File: config.mk
export PLATFORM = sky130hd
export DESIGN_NAME = signal_processor_dma_and_status_regs_top
export DESIGN_NICKNAME = d
export VERILOG_FILES = /design/src/hw/rtl/spdsr_pkg.sv /design/src/hw/rtl/spdsr_front.sv /design/src/hw/rtl/spdsr_fifo.sv /design/src/hw/rtl/spdsr_exec.sv /design/src/hw/rtl/signal_processor_dma_and_status_regs_top.sv
export VERILOG_INCLUDE_DIRS = /design/src /design/src/hw/rtl
export SDC_FILE = /design/constraint.sdc
export NUM_CORES = 1
export LEC_CHECK = 0
export BUFFER_PORTS_ARGS = -buffer_cell sky130_fd_sc_hd__buf_2
export CORE_UTILIZATION = 30
export DETAILED_ROUTE_END_ITERATION = 7
export GPL_TIMING_DRIVEN = 1
export PLACE_DENSITY = 0.49
export SLEW_MARGIN = 20
export SYNTH_ARGS = -nofsm -noshare
export SYNTH_HDL_FRONTEND = slang
export SYNTH_SLANG_ARGS = --single-unit
export TNS_END_PERCENT = 1
File: constraint.sdc
create_clock -name clk -period 5.05 [get_ports clk]
set_input_delay 0.2525 -clock clk [delete_from_list [all_inputs] [get_ports clk]]
set_output_delay 0.2525 -clock clk [all_outputs]
set_load 0.05 [all_outputs]
File: src/hw/rtl/signal_processor_dma_and_status_regs_top_assert.svh
// ----------------------------------------------------------------------------
// Assertion macros
// Clocked assertion forms shared by the DMA and status register block.
// ----------------------------------------------------------------------------
`ifndef SIGNAL_PROCESSOR_DMA_AND_STATUS_REGS_TOP_ASSERT_SVH
`define SIGNAL_PROCESSOR_DMA_AND_STATUS_REGS_TOP_ASSERT_SVH

// Same-cycle implication, sampled on clk, off during reset.
`define SPDSR_ASSERT_NOW(label, cond, prop, msg) \
    label: assert property (@(posedge clk) disable iff (!rst_n) (cond) |-> (prop)) \
        else $error(msg);

// Next-cycle implication, sampled on clk, off during reset.
`define SPDSR_ASSERT_NEXT(label, cond, prop, msg) \
    label: assert property (@(posedge clk) disable iff (!rst_n) (cond) |=> (prop)) \
        else $error(msg);

`endif

File: src/hw/rtl/spdsr_pkg.sv
// ----------------------------------------------------------------------------
// spdsr_pkg
// Transfer types, command codes and status bit positions of the DMA block.
// ----------------------------------------------------------------------------
`timescale 1ns / 1ps

package spdsr_pkg;

    typedef struct packed {
        logic [1:0]  action;
        logic [2:0]  reg_index;
        logic [31:0] write_data;
    } item_t;

    typedef struct packed {
        logic [31:0] read_data;
        logic        xfer_valid;
        logic        xfer_to_dram;
        logic [22:0] dram_word_addr;
        logic [12:0] local_word_addr;
        logic        xfer_last;
        logic        intr_raise;
        logic        intr_clear;
    } result_t;

    localparam logic [1:0] ACT_READ  = 2'd0;
    localparam logic [1:0] ACT_WRITE = 2'd1;
    localparam logic [1:0] ACT_TICK  = 2'd2;

    typedef enum logic [1:0] {
        OP_READ,
        OP_WRITE,
        OP_TICK,
        OP_NONE
    } op_t;

    typedef enum logic [2:0] {
        REG_MEM_ADDR,
        REG_DRAM_ADDR,
        REG_RD_LEN,
        REG_WR_LEN,
        REG_STATUS,
        REG_FULL,
        REG_BUSY,
        REG_SEMAPHORE
    } reg_sel_t;

    typedef struct packed {
        op_t         op;
        reg_sel_t    reg_sel;
        logic [31:0] data;
    } cmd_t;

    localparam int ST_HALT       = 0;
    localparam int ST_BROKE      = 1;
    localparam int ST_DMA_BUSY   = 2;
    localparam int ST_SSTEP      = 5;
    localparam int ST_INTR_BREAK = 6;
    localparam int ST_SIG0       = 7;
    localparam int NUM_SIGS      = 8;

    localparam int WR_CLR_HALT       = 0;
    localparam int WR_SET_HALT       = 1;
    localparam int WR_CLR_BROKE      = 2;
    localparam int WR_CLR_INTR       = 3;
    localparam int WR_SET_INTR       = 4;
    localparam int WR_CLR_SSTEP      = 5;
    localparam int WR_SET_SSTEP      = 6;
    localparam int WR_CLR_INTR_BREAK = 7;
    localparam int WR_SET_INTR_BREAK = 8;
    localparam int WR_CLR_SIG0       = 9;

    localparam logic [14:0] STATUS_READ_MASK = 15'h7FE3;

endpackage

File: src/hw/rtl/spdsr_front.sv
// ----------------------------------------------------------------------------
// spdsr_front
// Accepts bus items and classifies them into execute commands.
// ----------------------------------------------------------------------------
`timescale 1ns / 1ps

module spdsr_front
(
    input  logic               push,
    output logic               full,
    input  spdsr_pkg::item_t   item,
    output logic               cmd_push,
    input  logic               cmd_full,
    output spdsr_pkg::cmd_t    cmd
);

    always_comb
    begin
        unique case (item.action)
            spdsr_pkg::ACT_READ:  cmd.op = spdsr_pkg::OP_READ;
            spdsr_pkg::ACT_WRITE: cmd.op = spdsr_pkg::OP_WRITE;
            spdsr_pkg::ACT_TICK:  cmd.op = spdsr_pkg::OP_TICK;
            default:              cmd.op = spdsr_pkg::OP_NONE;
        endcase
        cmd.reg_sel = spdsr_pkg::reg_sel_t'(item.reg_index);
        cmd.data    = item.write_data;
    end

    assign full     = cmd_full;
    assign cmd_push = push && !cmd_full;

endmodule

File: src/hw/rtl/spdsr_fifo.sv
// ----------------------------------------------------------------------------
// spdsr_fifo
// Small register queue with independent push and pop sides.
// ----------------------------------------------------------------------------
`timescale 1ns / 1ps

module spdsr_fifo
#(
    parameter int WIDTH = 8,
    parameter int DEPTH = 2
)
(
    input  logic             clk,
    input  logic             rst_n,
    input  logic             push,
    input  logic [WIDTH-1:0] push_data,
    output logic             full,
    input  logic             pop,
    output logic [WIDTH-1:0] pop_data,
    output logic             empty
);

    localparam int PTR_W = (DEPTH > 1) ? $clog2(DEPTH) : 1;
    localparam int CNT_W = $clog2(DEPTH + 1);
    localparam logic [PTR_W-1:0] LAST_PTR = PTR_W'(DEPTH - 1);
    localparam logic [CNT_W-1:0] FULL_CNT = CNT_W'(DEPTH);

    logic [WIDTH-1:0] mem_reg [DEPTH];
    logic [PTR_W-1:0] wptr_reg, wptr_next;
    logic [PTR_W-1:0] rptr_reg, rptr_next;
    logic [CNT_W-1:0] count_reg, count_next;
    logic             do_push;
    logic             do_pop;

    assign full     = (count_reg == FULL_CNT);
    assign empty    = (count_reg == '0);
    assign do_push  = push && !full;
    assign do_pop   = pop && !empty;
    assign pop_data = mem_reg[rptr_reg];

    always_comb
    begin
        wptr_next  = wptr_reg;
        rptr_next  = rptr_reg;
        count_next = count_reg;
        if (do_push)
        begin
            wptr_next = (wptr_reg == LAST_PTR) ? '0 : wptr_reg + PTR_W'(1);
        end
        if (do_pop)
        begin
            rptr_next = (rptr_reg == LAST_PTR) ? '0 : rptr_reg + PTR_W'(1);
        end
        if (do_push && !do_pop)
        begin
            count_next = count_reg + CNT_W'(1);
        end
        else if (do_pop && !do_push)
        begin
            count_next = count_reg - CNT_W'(1);
        end
    end

    always_ff @(posedge clk or negedge rst_n)
    begin
        if (!rst_n)
        begin
            wptr_reg  <= '0;
            rptr_reg  <= '0;
            count_reg <= '0;
        end
        else
        begin
            wptr_reg  <= wptr_next;
            rptr_reg  <= rptr_next;
            count_reg <= count_next;
        end
    end

    always_ff @(posedge clk)
    begin
        if (do_push)
        begin
            mem_reg[wptr_reg] <= push_data;
        end
    end

endmodule

File: src/hw/rtl/spdsr_exec.sv
// ----------------------------------------------------------------------------
// spdsr_exec
// Executes register reads and writes and steps the strided DMA engine.
// ----------------------------------------------------------------------------
`timescale 1ns / 1ps
`include "signal_processor_dma_and_status_regs_top_assert.svh"

module spdsr_exec
#(
    parameter int BANK_BYTES = 4096
)
(
    input  logic                clk,
    input  logic                rst_n,
    input  logic                cmd_valid,
    input  spdsr_pkg::cmd_t     cmd,
    output logic                cmd_pop,
    input  logic                res_full,
    output logic                res_push,
    output spdsr_pkg::result_t  res
);

    localparam logic [12:0] BANK13    = 13'(BANK_BYTES);
    localparam logic [13:0] BANK14    = 14'(BANK_BYTES);
    localparam int          MOD_STEPS = 4095 / BANK_BYTES;

    logic [12:0] local_addr_reg,     local_addr_next;
    logic [23:0] dram_addr_reg,      dram_addr_next;
    logic [31:0] read_len_word_reg,  read_len_word_next;
    logic [31:0] write_len_word_reg, write_len_word_next;
    logic [14:0] status_bits_reg,    status_bits_next;
    logic        sem_taken_reg,      sem_taken_next;
    logic        dma_active_reg,     dma_active_next;
    logic        dma_dir_reg,        dma_dir_next;
    logic [12:0] row_length_reg,     row_length_next;
    logic [12:0] row_offset_reg,     row_offset_next;
    logic [7:0]  rows_left_reg,      rows_left_next;
    logic [11:0] row_skip_reg,       row_skip_next;

    logic        go;
    logic [12:0] local_aligned;
    logic [12:0] len_round;
    logic [12:0] bank_offs;
    logic [12:0] start_length;
    logic [12:0] row_off_inc;
    logic [23:0] dram_sum;
    logic [12:0] local_sum;
    logic        row_end;
    logic [31:0] d;

    assign go       = cmd_valid && !res_full;
    assign cmd_pop  = go;
    assign res_push = go;
    assign d        = cmd.data;

    always_comb
    begin
        local_aligned = local_addr_reg & 13'h1FFC;
        len_round     = ({1'b0, d[11:0]} + 13'd8) & 13'h1FF8;
        bank_offs     = {1'b0, local_aligned[11:0]};
        for (int i = 0; i < MOD_STEPS; i++)
        begin
            if (bank_offs >= BANK13)
            begin
                bank_offs = bank_offs - BANK13;
            end
        end
        if (({1'b0, bank_offs} + {1'b0, len_round}) > BANK14)
        begin
            start_length = BANK13 - bank_offs;
        end
        else
        begin
            start_length = len_round;
        end
    end

    assign row_off_inc = row_offset_reg + 13'd4;
    assign row_end     = (row_off_inc >= row_length_reg);
    assign dram_sum    = dram_addr_reg + {11'b0, row_offset_reg};
    assign local_sum   = local_addr_reg + row_offset_reg;

    always_comb
    begin
        local_addr_next     = local_addr_reg;
        dram_addr_next      = dram_addr_reg;
        read_len_word_next  = read_len_word_reg;
        write_len_word_next = write_len_word_reg;
        status_bits_next    = status_bits_reg;
        sem_taken_next      = sem_taken_reg;
        dma_active_next     = dma_active_reg;
        dma_dir_next        = dma_dir_reg;
        row_length_next     = row_length_reg;
        row_offset_next     = row_offset_reg;
        rows_left_next      = rows_left_reg;
        row_skip_next       = row_skip_reg;
        res                 = '0;

        unique case (cmd.op)
            spdsr_pkg::OP_READ:
            begin
                unique case (cmd.reg_sel)
                    spdsr_pkg::REG_MEM_ADDR:  res.read_data = {19'b0, local_addr_reg};
                    spdsr_pkg::REG_DRAM_ADDR: res.read_data = {8'b0, dram_addr_reg};
                    spdsr_pkg::REG_RD_LEN:    res.read_data = read_len_word_reg;
                    spdsr_pkg::REG_WR_LEN:    res.read_data = write_len_word_reg;
                    spdsr_pkg::REG_STATUS:
                    begin
                        res.read_data = {17'b0, status_bits_reg & spdsr_pkg::STATUS_READ_MASK};
                        res.read_data[spdsr_pkg::ST_DMA_BUSY] = dma_active_reg;
                    end
                    spdsr_pkg::REG_FULL:      res.read_data = '0;
                    spdsr_pkg::REG_BUSY:      res.read_data = {31'b0, dma_active_reg};
                    spdsr_pkg::REG_SEMAPHORE:
                    begin
                        res.read_data  = {31'b0, sem_taken_reg};
                        sem_taken_next = 1'b1;
                    end
                    default:                  res.read_data = '0;
                endcase
            end
            spdsr_pkg::OP_WRITE:
            begin
                unique case (cmd.reg_sel) inside
                    spdsr_pkg::REG_MEM_ADDR:
                    begin
                        if (!dma_active_reg)
                        begin
                            local_addr_next = d[12:0];
                        end
                    end
                    spdsr_pkg::REG_DRAM_ADDR:
                    begin
                        if (!dma_active_reg)
                        begin
                            dram_addr_next = d[23:0];
                        end
                    end
                    spdsr_pkg::REG_RD_LEN, spdsr_pkg::REG_WR_LEN:
                    begin
                        if (!dma_active_reg)
                        begin
                            if (cmd.reg_sel == spdsr_pkg::REG_RD_LEN)
                            begin
                                read_len_word_next = d;
                                dma_dir_next       = 1'b0;
                            end
                            else
                            begin
                                write_len_word_next = d;
                                dma_dir_next        = 1'b1;
                            end
                            local_addr_next = local_aligned;
                            dram_addr_next  = dram_addr_reg & 24'hFFFFF8;
                            row_length_next = start_length;
                            row_offset_next = '0;
                            rows_left_next  = d[19:12];
                            row_skip_next   = d[31:20];
                            dma_active_next = 1'b1;
                        end
                    end
                    spdsr_pkg::REG_STATUS:
                    begin
                        if (d[spdsr_pkg::WR_CLR_HALT])
                            status_bits_next[spdsr_pkg::ST_HALT] = 1'b0;
                        else if (d[spdsr_pkg::WR_SET_HALT])
                            status_bits_next[spdsr_pkg::ST_HALT] = 1'b1;
                        if (d[spdsr_pkg::WR_CLR_BROKE])
                            status_bits_next[spdsr_pkg::ST_BROKE] = 1'b0;
                        if (d[spdsr_pkg::WR_CLR_INTR])
                            res.intr_clear = 1'b1;
                        else if (d[spdsr_pkg::WR_SET_INTR])
                            res.intr_raise = 1'b1;
                        if (d[spdsr_pkg::WR_CLR_SSTEP])
                            status_bits_next[spdsr_pkg::ST_SSTEP] = 1'b0;
                        else if (d[spdsr_pkg::WR_SET_SSTEP])
                            status_bits_next[spdsr_pkg::ST_SSTEP] = 1'b1;
                        if (d[spdsr_pkg::WR_CLR_INTR_BREAK])
                            status_bits_next[spdsr_pkg::ST_INTR_BREAK] = 1'b0;
                        else if (d[spdsr_pkg::WR_SET_INTR_BREAK])
                            status_bits_next[spdsr_pkg::ST_INTR_BREAK] = 1'b1;
                        for (int k = 0; k < spdsr_pkg::NUM_SIGS; k++)
                        begin
                            if (d[spdsr_pkg::WR_CLR_SIG0 + 2 * k])
                                status_bits_next[spdsr_pkg::ST_SIG0 + k] = 1'b0;
                            else if (d[spdsr_pkg::WR_CLR_SIG0 + 2 * k + 1])
                                status_bits_next[spdsr_pkg::ST_SIG0 + k] = 1'b1;
                        end
                    end
                    spdsr_pkg::REG_SEMAPHORE:
                    begin
                        if (d == '0)
                        begin
                            sem_taken_next = 1'b0;
                        end
                    end
                    default:
                    begin
                    end
                endcase
            end
            spdsr_pkg::OP_TICK:
            begin
                if (dma_active_reg)
                begin
                    res.xfer_valid      = 1'b1;
                    res.xfer_to_dram    = dma_dir_reg;
                    res.dram_word_addr  = {dram_sum[22:2], 2'b00};
                    res.local_word_addr = {local_sum[12:2], 2'b00};
                    row_offset_next     = row_off_inc;
                    if (row_end)
                    begin
                        local_addr_next = local_addr_reg + row_length_reg;
                        dram_addr_next  = dram_addr_reg + {11'b0, row_length_reg}
                                        + {12'b0, row_skip_reg};
                        row_offset_next = '0;
                        if (rows_left_reg == '0)
                        begin
                            dma_active_next = 1'b0;
                            res.xfer_last   = 1'b1;
                        end
                        else
                        begin
                            rows_left_next = rows_left_reg - 8'd1;
                        end
                    end
                end
            end
            default:
            begin
            end
        endcase
    end

    always_ff @(posedge clk or negedge rst_n)
    begin
        if (!rst_n)
        begin
            local_addr_reg     <= '0;
            dram_addr_reg      <= '0;
            read_len_word_reg  <= '0;
            write_len_word_reg <= '0;
            status_bits_reg    <= '0;
            sem_taken_reg      <= 1'b0;
            dma_active_reg     <= 1'b0;
            dma_dir_reg        <= 1'b0;
            row_length_reg     <= '0;
            row_offset_reg     <= '0;
            rows_left_reg      <= '0;
            row_skip_reg       <= '0;
        end
        else if (go)
        begin
            local_addr_reg     <= local_addr_next;
            dram_addr_reg      <= dram_addr_next;
            read_len_word_reg  <= read_len_word_next;
            write_len_word_reg <= write_len_word_next;
            status_bits_reg    <= status_bits_next;
            sem_taken_reg      <= sem_taken_next;
            dma_active_reg     <= dma_active_next;
            dma_dir_reg        <= dma_dir_next;
            row_length_reg     <= row_length_next;
            row_offset_reg     <= row_offset_next;
            rows_left_reg      <= rows_left_next;
            row_skip_reg       <= row_skip_next;
        end
    end

    `SPDSR_ASSERT_NOW(a_last_has_xfer, res_push && res.xfer_last, res.xfer_valid,
        "last flag without a transfer")
    `SPDSR_ASSERT_NEXT(a_last_ends_dma, res_push && res.xfer_last, !dma_active_reg,
        "DMA still active after its last transfer")
    `SPDSR_ASSERT_NOW(a_offset_in_row, dma_active_reg,
        (row_length_reg != '0) && (row_offset_reg < row_length_reg),
        "row offset outside the active row")
    `SPDSR_ASSERT_NOW(a_intr_exclusive, res_push && res.intr_raise, !res.intr_clear,
        "interrupt raise and clear in one transfer")

endmodule

File: src/hw/rtl/signal_processor_dma_and_status_regs_top.sv
// ----------------------------------------------------------------------------
// signal_processor_dma_and_status_regs_top
// Strided DMA controller with status register, interrupt pulses and semaphore.
// ----------------------------------------------------------------------------
// Every pushed item (register read, register write or DMA tick) yields exactly
// one result, in order. Sustained rate is one item per clock while the result
// queue has room; an accepted item is registered in the command queue, then
// executed, and its result is registered in the result queue before it can be
// popped. The rate is set by the execute stage, which holds all DMA and register
// state and updates it once per item; queues on both sides of it absorb stalls.
// ----------------------------------------------------------------------------
`timescale 1ns / 1ps

module signal_processor_dma_and_status_regs_top
#(
    parameter int BANK_BYTES = 4096,
    parameter int CMD_DEPTH  = 2,
    parameter int RES_DEPTH  = 2
)
(
    input  logic                clk,
    input  logic                rst_n,
    input  logic                push,
    output logic                full,
    input  spdsr_pkg::item_t    item,
    output logic                empty,
    input  logic                pop,
    output spdsr_pkg::result_t  result
);

    spdsr_pkg::cmd_t    front_cmd;
    spdsr_pkg::cmd_t    exec_cmd;
    spdsr_pkg::result_t exec_res;
    logic               cmd_push;
    logic               cmd_full;
    logic               cmd_empty;
    logic               cmd_pop;
    logic               res_push;
    logic               res_full;

    spdsr_front u_front
    (
        .push     (push),
        .full     (full),
        .item     (item),
        .cmd_push (cmd_push),
        .cmd_full (cmd_full),
        .cmd      (front_cmd)
    );

    spdsr_fifo
    #(
        .WIDTH ($bits(spdsr_pkg::cmd_t)),
        .DEPTH (CMD_DEPTH)
    )
    u_cmd_fifo
    (
        .clk       (clk),
        .rst_n     (rst_n),
        .push      (cmd_push),
        .push_data (front_cmd),
        .full      (cmd_full),
        .pop       (cmd_pop),
        .pop_data  (exec_cmd),
        .empty     (cmd_empty)
    );

    spdsr_exec
    #(
        .BANK_BYTES (BANK_BYTES)
    )
    u_exec
    (
        .clk       (clk),
        .rst_n     (rst_n),
        .cmd_valid (!cmd_empty),
        .cmd       (exec_cmd),
        .cmd_pop   (cmd_pop),
        .res_full  (res_full),
        .res_push  (res_push),
        .res       (exec_res)
    );

    spdsr_fifo
    #(
        .WIDTH ($bits(spdsr_pkg::result_t)),
        .DEPTH (RES_DEPTH)
    )
    u_res_fifo
    (
        .clk       (clk),
        .rst_n     (rst_n),
        .push      (res_push),
        .push_data (exec_res),
        .full      (res_full),
        .pop       (pop),
        .pop_data  (result),
        .empty     (empty)
    );

endmodule

==> key figures, run 1 <==
Yosys
  – Syn. warnings: 0
  – Mapped Area: roughly 19,000 um^2
  – EDFF count, synth: ~210
  – Yosys reg bits: about 380
  – Top FF cell, synth: edfxtp_1
  – Post-Syn Instances: ~1,700
  – Yosys cell types: 75
  – Syn Area/Cell: 11.1 um^2
  – Synth async-reset ratio: 43.8%
  – Sequential-to-total area share from yosys stat: 54.3%

STA
  – # setup viols final: 0
  – Max-slew violations: 0
  – Final hold vios: 0
  – Final min period: about 4.2 ns
  – WHS: 0.0342 ns
  – RSZ-0062 raised after global routing: false
  – Period utilisation layout: a little over four fifths
  – Actual slew at the worst max-slew pin: around 1.1 ns
  – Clock skew: between 0.02 and 0.03 ns
  – Highest clock rate: 238 MHz
  – Final worst slack: ~0.84 ns
  – Worst-case headroom to the max-slew limit: around 21%
  – Setup TNS: 0 ns

Cells and area
  – Area growth syn-to-layout: 17.8%
  – Max reg flops: 138
  – N_diodes: 0
  – Fillers: 6,314
  – Share of layout cells above drive strength 1: roughly 18%
  – Most frequent cells in the layout: edfxtp_1 (212), nand2_1 (211), dfrtp_1 (163), nor2_1 (122), o21ai_0 (120)
  – Most common cell after layout, fill and taps aside: edfxtp_1
  – # nets final: slightly above 2,000

Pwr
  – Pwr/cell area: about 750 nW/um^2
  – Peak VDD IR: approximately 0.31 mV
  – P_leak: around 9.2 nW

Flow run
  – Max Cap Viol: 0

Worst setup path
  – Worst Path Arrival: 4.66 ns
  – CP Launch Type: register
  – CP required: 5.51 ns
  – Crit-path max FO: 19
  – Critical Path End Type: register
  – CP Class: register to register

Die
  – Die Y: 256 um
  – Die width: 256 um
  – Initial Util: roughly 31%
  – Rows: between 90 and 100
  – # IOs: about 120
  – Area of the core: about 63,000 um^2
  – Die ar.: between 60,000 and 70,000 um^2

GRT
  – First-pass GRT wire length: between 80,000 and 90,000 um
  – Number of global-route vias before repair: approximately 14,000
  – Antenna violations before repair: 1
  – Largest net degree at the start of global routing: 73
  – Grt total ovfl: 0
  – Gr usage total: between 15 and 20%

Clock tree
  – Postcts setup bufs: 0
  – CTS H-tree lvls: 2
  – Clock Tree Buf Depth: 3
  – Clk_lat worst skew: about 0.60 ns
  – CTS sink count: roughly 380
  – TritonCTS Buffers: between 40 and 50
  – Root Driver: clkbuf_16
  – Worst-path clk slew: about 0.06 ns
  – CTS tree: done

Routing
  – DR WL/cell: between 20 and 25 um
  – # DRC: 0
  – Total number of vias: 14,000
  – Post-DR vias/cell: around 5.1
  – DR iter-0 viols: 1,049
  – WL final: 57,000 um
  – Routed Antenna Nets: 0
  – TritonRoute pass-1 iters: 5

Min path
  – Hold Crit Class: primary input to register

Placed design
  – Detailed Place HPWL: 40,200 um
  – IO Port Bufs: approximately 110
  – Worst slack, placed: between 0.8 and 0.9 ns
  – Placer Congestion: around 0.9

Outcome
  – Status: complete, no violations
[logic make-up after synthesis]
logic type / count (synthesis) / share of synthesized area, %
simple gates: 541 / 13.0
compound gates: 403 / 13.2
flops: 377 / 54.3
buf+inv: 132 / 2.75
mux: 126 / 7.28
fa+ha+maj: 92 / 6.46
xor+xnor: 68 / 3.08
other cells: 1 / 0.0194
[synth_stat cells, types with 20 or more instances]
library cell	instances	share of area (%)
a21oi_1	101	2.6
and3_1	29	0.94
clkbuf_1	68	1.3
dfrtp_1	165	21
edfxtp_1	212	33
ha_1	79	5.1
inv_1	43	0.84
mux2_2	73	4.3
mux2i_1	48	2.5
nand2_1	212	4.1
nand3_1	30	0.78
nor2_1	124	2.4
nor3_1	35	0.91
o21ai_0	120	3.1
o21ai_1	34	0.88
or3_1	20	0.65
xnor2_1	43	1.9
xor2_1	25	1.1
[final timing paths]
| kind | start | end | slack [ns] | cells past startpoint |
|---|---|---|---|---|
| max | u_cmd_fifo.rptr_reg | u_exec.row_length_reg[10] | 0.84 | 11 |
| min | push | u_cmd_fifo.wptr_reg | 0.03 | 3 |
| max reg2reg | u_cmd_fifo.rptr_reg | u_exec.row_length_reg[10] | 0.84 | 11 |
| min reg2reg | u_exec.dma_dir_reg | u_exec.dma_dir_reg | 0.47 | 2 |
| max in group asynchronous | rst_n | u_cmd_fifo.rptr_reg | 3.48 | 3 |
| min in group asynchronous | rst_n | u_exec.read_len_word_reg[15] | 0.18 | 2 |
[what timing repair did]
item,4_1_cts,5_1_grt
hold endpoints to repair,122,0
endpoints found under the setup margin,0,0
hold buffers,39,0
gates resized for setup,0,0
[per-layer routing]
layer	GRT usage (%)	vias to the layer above	share of wire (%)
met3	2.61	112	4.6
met2	27.5	349	46
met5	0	-	0
met4	5.89	0	3.1
met1	24.1	6909	46
li1	-	6671	-
[metrics by stage]
stage               instances  total power (W)  util [%]  cell area, um^2
floorplan                1743           0.0114         -            19300
CTS                      2776           0.0172      35.9            22700
finish                   2777           0.0171      36.0            22800
global placement         2657           0.0139      33.1            21000
global route             2777           0.0181      36.0            22800
detailed placement       2657           0.0140      33.1            21000
[report_power, final]
part | switching [W] | leakage, nW | internal (W) | total (W)
clock | 0.00132 | 0.672 | 0.00179 | 0.00310
sequential | 0.000838 | 4.18 | 0.00469 | 0.00553
combinational | 0.00569 | 4.33 | 0.00273 | 0.00842
[cell type report]
type                            count  area [um^2]  share of cell area (%)
Tap cell                          846         1060                    4.65
Clock inverter                     21          211                   0.929
Clock buffer                       59         1170                    5.12
Multi-Input combinational cell   1234         8360                    36.7
Sequential cell                   377        10500                    46.1
Timing Repair Buffer              195         1300                    5.72
Inverter                           45          169                   0.742
[worst max-delay path, stage by stage (launching register included)]
cell and delay (ns):
dfrtp_2 0.51, mux2i_1 0.75, xnor2_1 0.29, ha_1 0.38
a211o_1 0.28, o221a_4 0.23, or3_1 0.32, a211oi_2 0.25
o2111ai_2 0.27, a21oi_4 0.46, or4_1 0.21, o211ai_2 0.09
(Power assumes the default switching activity.)
==> run 2, diff against run 1 <==
PLACE_DENSITY = 0.51   (was 0.49)
clock period = 3.4 ns   (was 5.05 ns; I/O delays follow)
==> key figures, run 2 (synthesis results as in run 1) <==
Outcome
  – Status: finished with violations (was complete, no violations)
  – Failing checks: negative setup slack

GRT
  – Grt total ovfl: 0 (unchanged)
  – Antenna violations before repair: 1 (unchanged)
  – Gr usage total: 17.7% (was 17.3%)
  – Largest net degree at the start of global routing: 78 (was 73)
  – Number of global-route vias before repair: 14,800 (was 13,900)
  – First-pass GRT wire length: 89,700 um (was 87,200 um)

STA
  – Max-slew violations: 0 (unchanged)
  – Final hold vios: 0 (unchanged)
  – RSZ-0062 raised after global routing: true (was false)
  – Final worst slack: -0.189 ns (was 0.843 ns)
  – Highest clock rate: 279 MHz (was 238 MHz)
  – Actual slew at the worst max-slew pin: 0.829 ns (was 1.15 ns)
  – WHS: 0.200 ns (was 0.0342 ns)
  – # setup viols final: 11 (was 0)
  – Worst-case headroom to the max-slew limit: 44.6% (was 21.4%)
  – Clock skew: 0.0185 ns (was 0.0289 ns)
  – Period utilisation layout: 106% (was 83.3%)
  – Final min period: 3.59 ns (was 4.21 ns)

Cells and area
  – Share of layout cells above drive strength 1: 23.5% (was 17.5%)
  – Max reg flops: 138 (unchanged)
  – N_diodes: 0 (unchanged)
  – Most common cell after layout, fill and taps aside: edfxtp_1 (unchanged)
  – Non-Filler Instances: 2,881 (was 2,777)
  – Fin area: 23,900 um^2 (was 22,800 um^2)
  – # nets final: 2,133 (was 2,029)
  – Area growth syn-to-layout: 23.8% (was 17.8%)
  – Most frequent cells in the layout: edfxtp_1 (212), nand2_1 (210), dfrtp_1 (163), buf_4 (139), nor2_1 (121) (was edfxtp_1 (212), nand2_1 (211), dfrtp_1 (163), nor2_1 (122), o21ai_0 (120))
  – Fillers: 6,263 (was 6,314)

Worst setup path
  – Critical Path End Type: register (unchanged)
  – Critical Path Source: u_cmd_fifo.rptr_reg (unchanged)
  – R2r startpoint: u_cmd_fifo.rptr_reg (unchanged)
  – Max stage delay cell, worst path: or4_1 (was mux2i_1)
  – R2r setup slk: -0.19 ns (was 0.84 ns)
  – Crit path to: u_exec.row_length_reg[4] (was u_exec.row_length_reg[10])
  – Reg2reg end: u_exec.row_length_reg[4] (was u_exec.row_length_reg[10])
  – Max stage delay on crit path: 0.53 ns (was 0.75 ns)
  – Worst Path Arrival: 4.09 ns (was 4.66 ns)
  – CP dominant cell by count: buf_12
  – Crit-path max FO: 19 (unchanged)
  – CP Class: register to register (unchanged)
  – R2r worst-path depth: 15 (was 11)
  – CP Launch Type: register (unchanged)
  – CP required: 3.90 ns (was 5.51 ns)
  – Cell chain of the critical path: buf_12 -> mux2i_1 -> buf_4 -> nor4_4 -> nand2_1 -> or3_4 -> xor2_4 -> ha_4 -> and2_1 -> a32o_2 -> nand2_2 -> a21oi_4 -> buf_12 -> or4_1 -> o211ai_2 (was mux2i_1 -> xnor2_1 -> ha_1 -> a211o_1 -> o221a_4 -> or3_1 -> a211oi_2 -> o2111ai_2 -> a21oi_4 -> or4_1 -> o211ai_2)

Placed design
  – IO Port Bufs: 111 (unchanged)
  – Worst slack, placed: -0.364 ns (was 0.888 ns)
  – Detailed Place HPWL: 42,100 um (was 40,200 um)
  – Area after DPL: 21,800 um^2 (was 21,000 um^2)
  – Placer Congestion: 0.917 (was 0.895)
  – Placed Cells: 2,758 (was 2,657)

Routing
  – WL final: 57,700 um (was 57,000 um)
  – DR iter-0 viols: 1,046 (was 1,049)
  – Post-DR vias/cell: 5.03 (was 5.06)
  – Total number of vias: 14,500 (was 14,000)
  – TritonRoute pass-1 iters: 5 (unchanged)
  – # DRC: 0 (unchanged)
  – DR WL/cell: 20.0 um (was 20.5 um)
  – Routed Antenna Nets: 0 (unchanged)

Clock tree
  – CTS tree: done (unchanged)
  – Worst-path clk slew: 0.06 ns (about the same)
  – CTS sink count: 377 (unchanged)
  – CTS H-tree lvls: 2 (unchanged)
  – Root Driver: clkbuf_16 (unchanged)
  – Clock Tree Buf Depth: 3 (unchanged)
  – Clk_lat worst skew: 0.59 ns (was 0.60 ns)
  – TritonCTS Buffers: 43 (unchanged)

Pwr
  – Pwr/cell area: 1110 nW/um^2 (was 749 nW/um^2)
  – Peak VDD IR: 0.357 mV (was 0.314 mV)
  – Final Power: 0.0267 W (was 0.0171 W)
  – P_leak: 9.79 nW (was 9.18 nW)

Die
  – Area of the core: 63,300 um^2 (unchanged)
  – Rows: 92 (unchanged)
  – Die Y: 256 um (unchanged)
  – Die width: 256 um (unchanged)
  – # IOs: 116 (unchanged)
  – Initial Util: 30.5% (unchanged)
  – Die ar.: 65,400 um^2 (unchanged)

Min path
  – Hold Crit Class: primary input to async pin (was primary input to register)

Flow run
  – Max Cap Viol: 0 (unchanged)
## run 2: cell types whose count changed in the layout (fill, tap and decap cells not counted), moves of 3 or more
cell / delta
clkbuf_8: +3
xnor2_1: -4
ha_4: +3
buf_12: +7
xor2_1: -3
buf_4: +95
xnor2_2: +3
clkbuf_1: -5
ha_1: -5
## run 2: worst min-delay path by stage
| stage | from | to | slack (ns) |
|---|---|---|---|
| after floorplan | rst_n | u_cmd_fifo.count_reg[0] | -0.13 |
| after global placement | rst_n | u_exec.read_len_word_reg[18] | 0.27 |
| after detailed placement | rst_n | u_exec.write_len_word_reg[18] | 0.29 |
| after CTS | rst_n | u_res_fifo.count_reg[1] | 0.24 |
| after global routing | rst_n | u_exec.write_len_word_reg[18] | 0.27 |
| final | rst_n | u_exec.write_len_word_reg[18] | 0.20 |
## run 2: repair_timing
item,CTS,global route
hold buffers,40,0
setup buffers,2,1
pin swaps,3,7
setup endpoints to repair,11,38
resized for setup,18,27
hold endpoints to repair,149,0
## run 2: final cells by class
class,count,area [um^2],share of cell area (%)
clock buffers,57,1200,5.02
multi-input cells,1234,8610,36.0
inverters,45,169,0.706
flip-flops and latches,377,10500,43.9
clock inverters,23,214,0.894
well taps,846,1060,4.42
repair buffers,299,2180,9.11
## run 2: worst max-delay path, delay by kind of cell, from the launching register on
kind	cells	cell delay, ns
AOI/OAI and AO/OA	3	0.44
xor gates and xnor gates	1	0.22
adders and majority gates	1	0.23
buffers and inverters	3	0.49
DFF	1	0.47
muxes	1	0.12
and+or+nand+nor	6	1.52
## run 2: metrics by stage
stage	setup TNS, ns	utilization (%)
3_5_place_dp	-3.39	34.5
3_3_place_gp	-2.26	34.5
5_1_grt	-3.47	37.8
6_report	-1.55	37.8
2_1_floorplan	-6.41	-
4_1_cts	-2.18	37.6
## run 2: power by group
group / internal (W) / switching, W / leakage [nW]
clock: 0.00266 / 0.00195 / 0.689
sequential: 0.00696 / 0.00113 / 4.18
combinational: 0.00500 / 0.00895 / 4.93
## run 2: layer usage
metal | routed length (um) | vias to the layer above | GRT usage [%] | share of wire (%)
li1 | - | 6881 | - | -
met3 | 2840 | 89 | 2.84 | 4.9
met2 | 27300 | 394 | 28.9 | 47
met4 | 1520 | 0 | 5.64 | 2.6
met5 | 0 | - | 0 | 0
met1 | 26000 | 7133 | 23.8 | 45
==> run 3, diff against run 2 <==
ABC_AREA = 1   (was not set)
CORE_MARGIN = 10   (was not set)
==> key figures, run 3 <==
Outcome
  – Status: complete, no violations (was finished with violations)

GRT
  – Largest net degree at the start of global routing: 73 (was 78)
  – Number of global-route vias before repair: 16,000 (was 14,800)
  – Grt total ovfl: 0 (unchanged)
  – Gr usage total: 16.0% (was 17.7%)
  – Antenna violations before repair: 1 (unchanged)
  – First-pass GRT wire length: 96,900 um (was 89,700 um)

Yosys
  – Sequential-to-total area share from yosys stat: 53.0% (was 54.3%)
  – Post-Syn Instances: 2,204 (was 1,740)
  – Yosys reg bits: 377 (unchanged)
  – Synth area leader: edfxtp_1 (unchanged)
  – Yosys cell types: 55 (was 75)
  – Area share of the largest cell type after synthesis: 32.1% (was 32.9%)
  – Post-synth top cells: nand2_1 (648), edfxtp_1 (212), inv_1 (199), dfrtp_1 (165), nor2_1 (138) (was edfxtp_1 (212), nand2_1 (212), dfrtp_1 (165), nor2_1 (124), o21ai_0 (120))
  – Mapped Area: 19,800 um^2 (was 19,300 um^2)
  – Top-count cell post-synth: nand2_1
  – EDFF count, synth: 212 (unchanged)
  – Top FF cell, synth: edfxtp_1 (unchanged)
  – Syn Area/Cell: 8.99 um^2 (was 11.1 um^2)
  – Syn. warnings: 0 (unchanged)
  – Synth area leaders: edfxtp_1 (32%), dfrtp_1 (21%), nand2_1 (12%) (was edfxtp_1 (33%), dfrtp_1 (21%), ha_1 (5.1%))
  – Synth async-reset ratio: 43.8% (unchanged)

Placed design
  – Detailed Place HPWL: 46,900 um (was 42,100 um)
  – Placer Congestion: 0.919 (was 0.917)
  – Placed Cells: 3,183 (was 2,758)
  – IO Port Bufs: 111 (unchanged)

STA
  – Max-slew violations: 0 (unchanged)
  – Period utilisation layout: 92.7% (was 106%)
  – WHS: 0.0660 ns (was 0.200 ns)
  – Final hold vios: 0 (unchanged)
  – Worst-case headroom to the max-slew limit: 49.2% (was 44.6%)
  – Final min period: 3.15 ns (was 3.59 ns)
  – Highest clock rate: 317 MHz (was 279 MHz)
  – # setup viols final: 0 (was 11)
  – RSZ-0062 raised after global routing: true (unchanged)
  – Actual slew at the worst max-slew pin: 0.762 ns (was 0.829 ns)
  – Clock skew: 0.0146 ns (was 0.0185 ns)

Routing
  – TritonRoute pass-1 iters: 8 (was 5)
  – DR iter-0 viols: 1,299 (was 1,046)
  – Post-DR vias/cell: 4.90 (was 5.03)
  – DR WL/cell: 19.2 um (was 20.0 um)
  – Routed Antenna Nets: 0 (unchanged)
  – Total number of vias: 16,200 (was 14,500)
  – WL final: 63,300 um (was 57,700 um)
  – # DRC: 0 (unchanged)

Clock tree
  – CTS H-tree lvls: 2 (unchanged)
  – TritonCTS Buffers: 43 (unchanged)
  – Clk_lat worst skew: 0.58 ns (was 0.59 ns)
  – Postcts setup bufs: 0 (was 2)
  – CTS sink count: 377 (unchanged)
  – CTS tree: done (unchanged)
  – Worst-path clk slew: 0.06 ns (about the same)
  – Root Driver: clkbuf_16 (unchanged)
  – Clock Tree Buf Depth: 3 (unchanged)

Worst setup path
  – Critical Path End Type: register (unchanged)
  – CP required: 3.86 ns (was 3.90 ns)
  – Crit-path max FO: 10 (was 19)
  – CP Class: register to register (unchanged)
  – CP Launch Type: register (unchanged)
  – Worst Path Arrival: 3.62 ns (was 4.09 ns)

Cells and area
  – Area of the multi-input gates: 8170 um^2 (was 8610 um^2)
  – Area growth syn-to-layout: 20.0% (was 23.8%)
  – # nets final: 2,535 (was 2,133)
  – Register area: 10,500 um^2 (unchanged)
  – Most frequent cells in the layout: nand2_1 (648), edfxtp_1 (212), inv_1 (198), dfrtp_1 (163), nor2_1 (130) (was edfxtp_1 (212), nand2_1 (210), dfrtp_1 (163), buf_4 (139), nor2_1 (121))
  – Share of layout cells above drive strength 1: 14.2% (was 23.5%)
  – Non-Filler Instances: 3,302 (was 2,881)
  – Most common cell after layout, fill and taps aside: nand2_1 (was edfxtp_1)
  – Max reg flops: 138 (unchanged)
  – Fillers: 6,696 (was 6,263)

Die
  – Die Y: 277 um (was 256 um)
  – Rows: 94 (was 92)
  – # IOs: 116 (unchanged)
  – Die width: 277 um (was 256 um)
  – Initial Util: 30.2% (was 30.5%)
  – Area of the core: 65,600 um^2 (was 63,300 um^2)
  – Die ar.: 76,700 um^2 (was 65,400 um^2)

Min path
  – Hold Crit Class: primary input to register (was primary input to async pin)

Flow run
  – Max Cap Viol: 0 (unchanged)

Pwr
  – Pwr/cell area: 1150 nW/um^2 (was 1110 nW/um^2)
  – P_leak: 10.7 nW (was 9.79 nW)
  – Peak VDD IR: 0.785 mV (was 0.357 mV)
  – Final Power: 0.0273 W (was 0.0267 W)
-- run 3: cell types whose count changed after synthesis, sizes merged, moves of 35 or more --
cell,change
inv,+173
mux2,-74
mux2i,-47
nand2,+457
nand3,+48
o21ai,+37
xnor2,-35
-- run 3: cells by family (layout without fill, tap and decap cells) --
| group | after synthesis | in the layout | synth area share (%) |
|---|---|---|---|
| AND/OR/NAND/NOR | 974 | 974 | 20.5 |
| other | 1 | 5 | 0.0189 |
| XOR/XNOR | 41 | 41 | 1.81 |
| buffers and inverters | 297 | 527 | 6.18 |
| adder cells (fa/ha/maj) | 92 | 92 | 6.30 |
| AO/OA/AOI/OAI | 420 | 420 | 12.1 |
| multiplexers | 2 | 2 | 0.101 |
| flip-flops | 377 | 377 | 53.0 |
-- run 3: routing by layer --
layer / vias up / GRT usage [%] / share of wire [%]
met1: 7777 / 22.6 / 47
met2: 501 / 24.7 / 44
li1: 7815 / - / -
met3: 81 / 2.76 / 6.0
met5: - / 0 / 0
met4: 0 / 4.22 / 2.3
-- run 3: final cells by class --
class	count	share of cell area, %
Sequential cell	377	44.2
Multi-Input combinational cell	1533	34.4
Timing Repair Buffer	229	6.96
Clock buffer	45	4.56
Tap cell	864	4.55
Inverter	218	3.47
Clock inverter	35	1.91
Antenna cell	1	0.0105
-- run 3: path summary, 6_finish.rpt --
kind                                      start                            to  slack (ns)  cells past startpoint
max                         u_cmd_fifo.rptr_reg     u_exec.row_length_reg[10]        0.25                     21
max reg2reg                 u_cmd_fifo.rptr_reg     u_exec.row_length_reg[10]        0.25                     21
min in group asynchronous                 rst_n  u_exec.read_len_word_reg[17]        0.17                      2
min reg2reg                u_exec.sem_taken_reg          u_exec.sem_taken_reg        0.49                      2
max in group asynchronous                 rst_n      u_exec.local_addr_reg[5]        2.22                      3
min                                         pop           u_res_fifo.rptr_reg        0.07                      4
-- run 3: what timing repair did --
item | CTS | global route
hold buffers | 38 | 0
setup endpoints to repair | 0 | 65
hold endpoints to repair | 131 | 0
resized for setup | 0 | 13
-- run 3: critical path, stage by stage, from the launching register on --
cell,delay (ns)
dfrtp_2,0.42
inv_6,0.06
or2_0,0.21
o21ai_2,0.07
inv_1,0.08
ha_1,0.23
or2_2,0.29
nand2_1,0.10
inv_1,0.05
ha_2,0.38
nand3_1,0.11
nand3_1,0.14
nand2_1,0.09
nand2_1,0.06
nand2_1,0.06
nand2_1,0.07
nand4_1,0.11
nand2_2,0.09
buf_4,0.17
nand3_1,0.08
nand3_1,0.09
nand2_1,0.06
-- run 3: where the power goes --
part,internal [W],total (W),switching [W]
Sequential,0.00697,0.00813,0.00116
Clock,0.00303,0.00502,0.00199
Combinational,0.00404,0.0142,0.0101
Total,0.0140,0.0273,0.0133
-- run 3: through the flow --
stage	utilization (%)	instance area [um^2]	setup TNS, ns	worst slack [ns]
after detailed placement	33.2	21800	0	0.148
after floorplan	-	19800	-47.67	-0.691
final	36.2	23800	0	0.247
after CTS	36.1	23700	0	0.117
after global routing	36.2	23800	-0.590	-0.0681
after global placement	33.2	21800	0	0.143
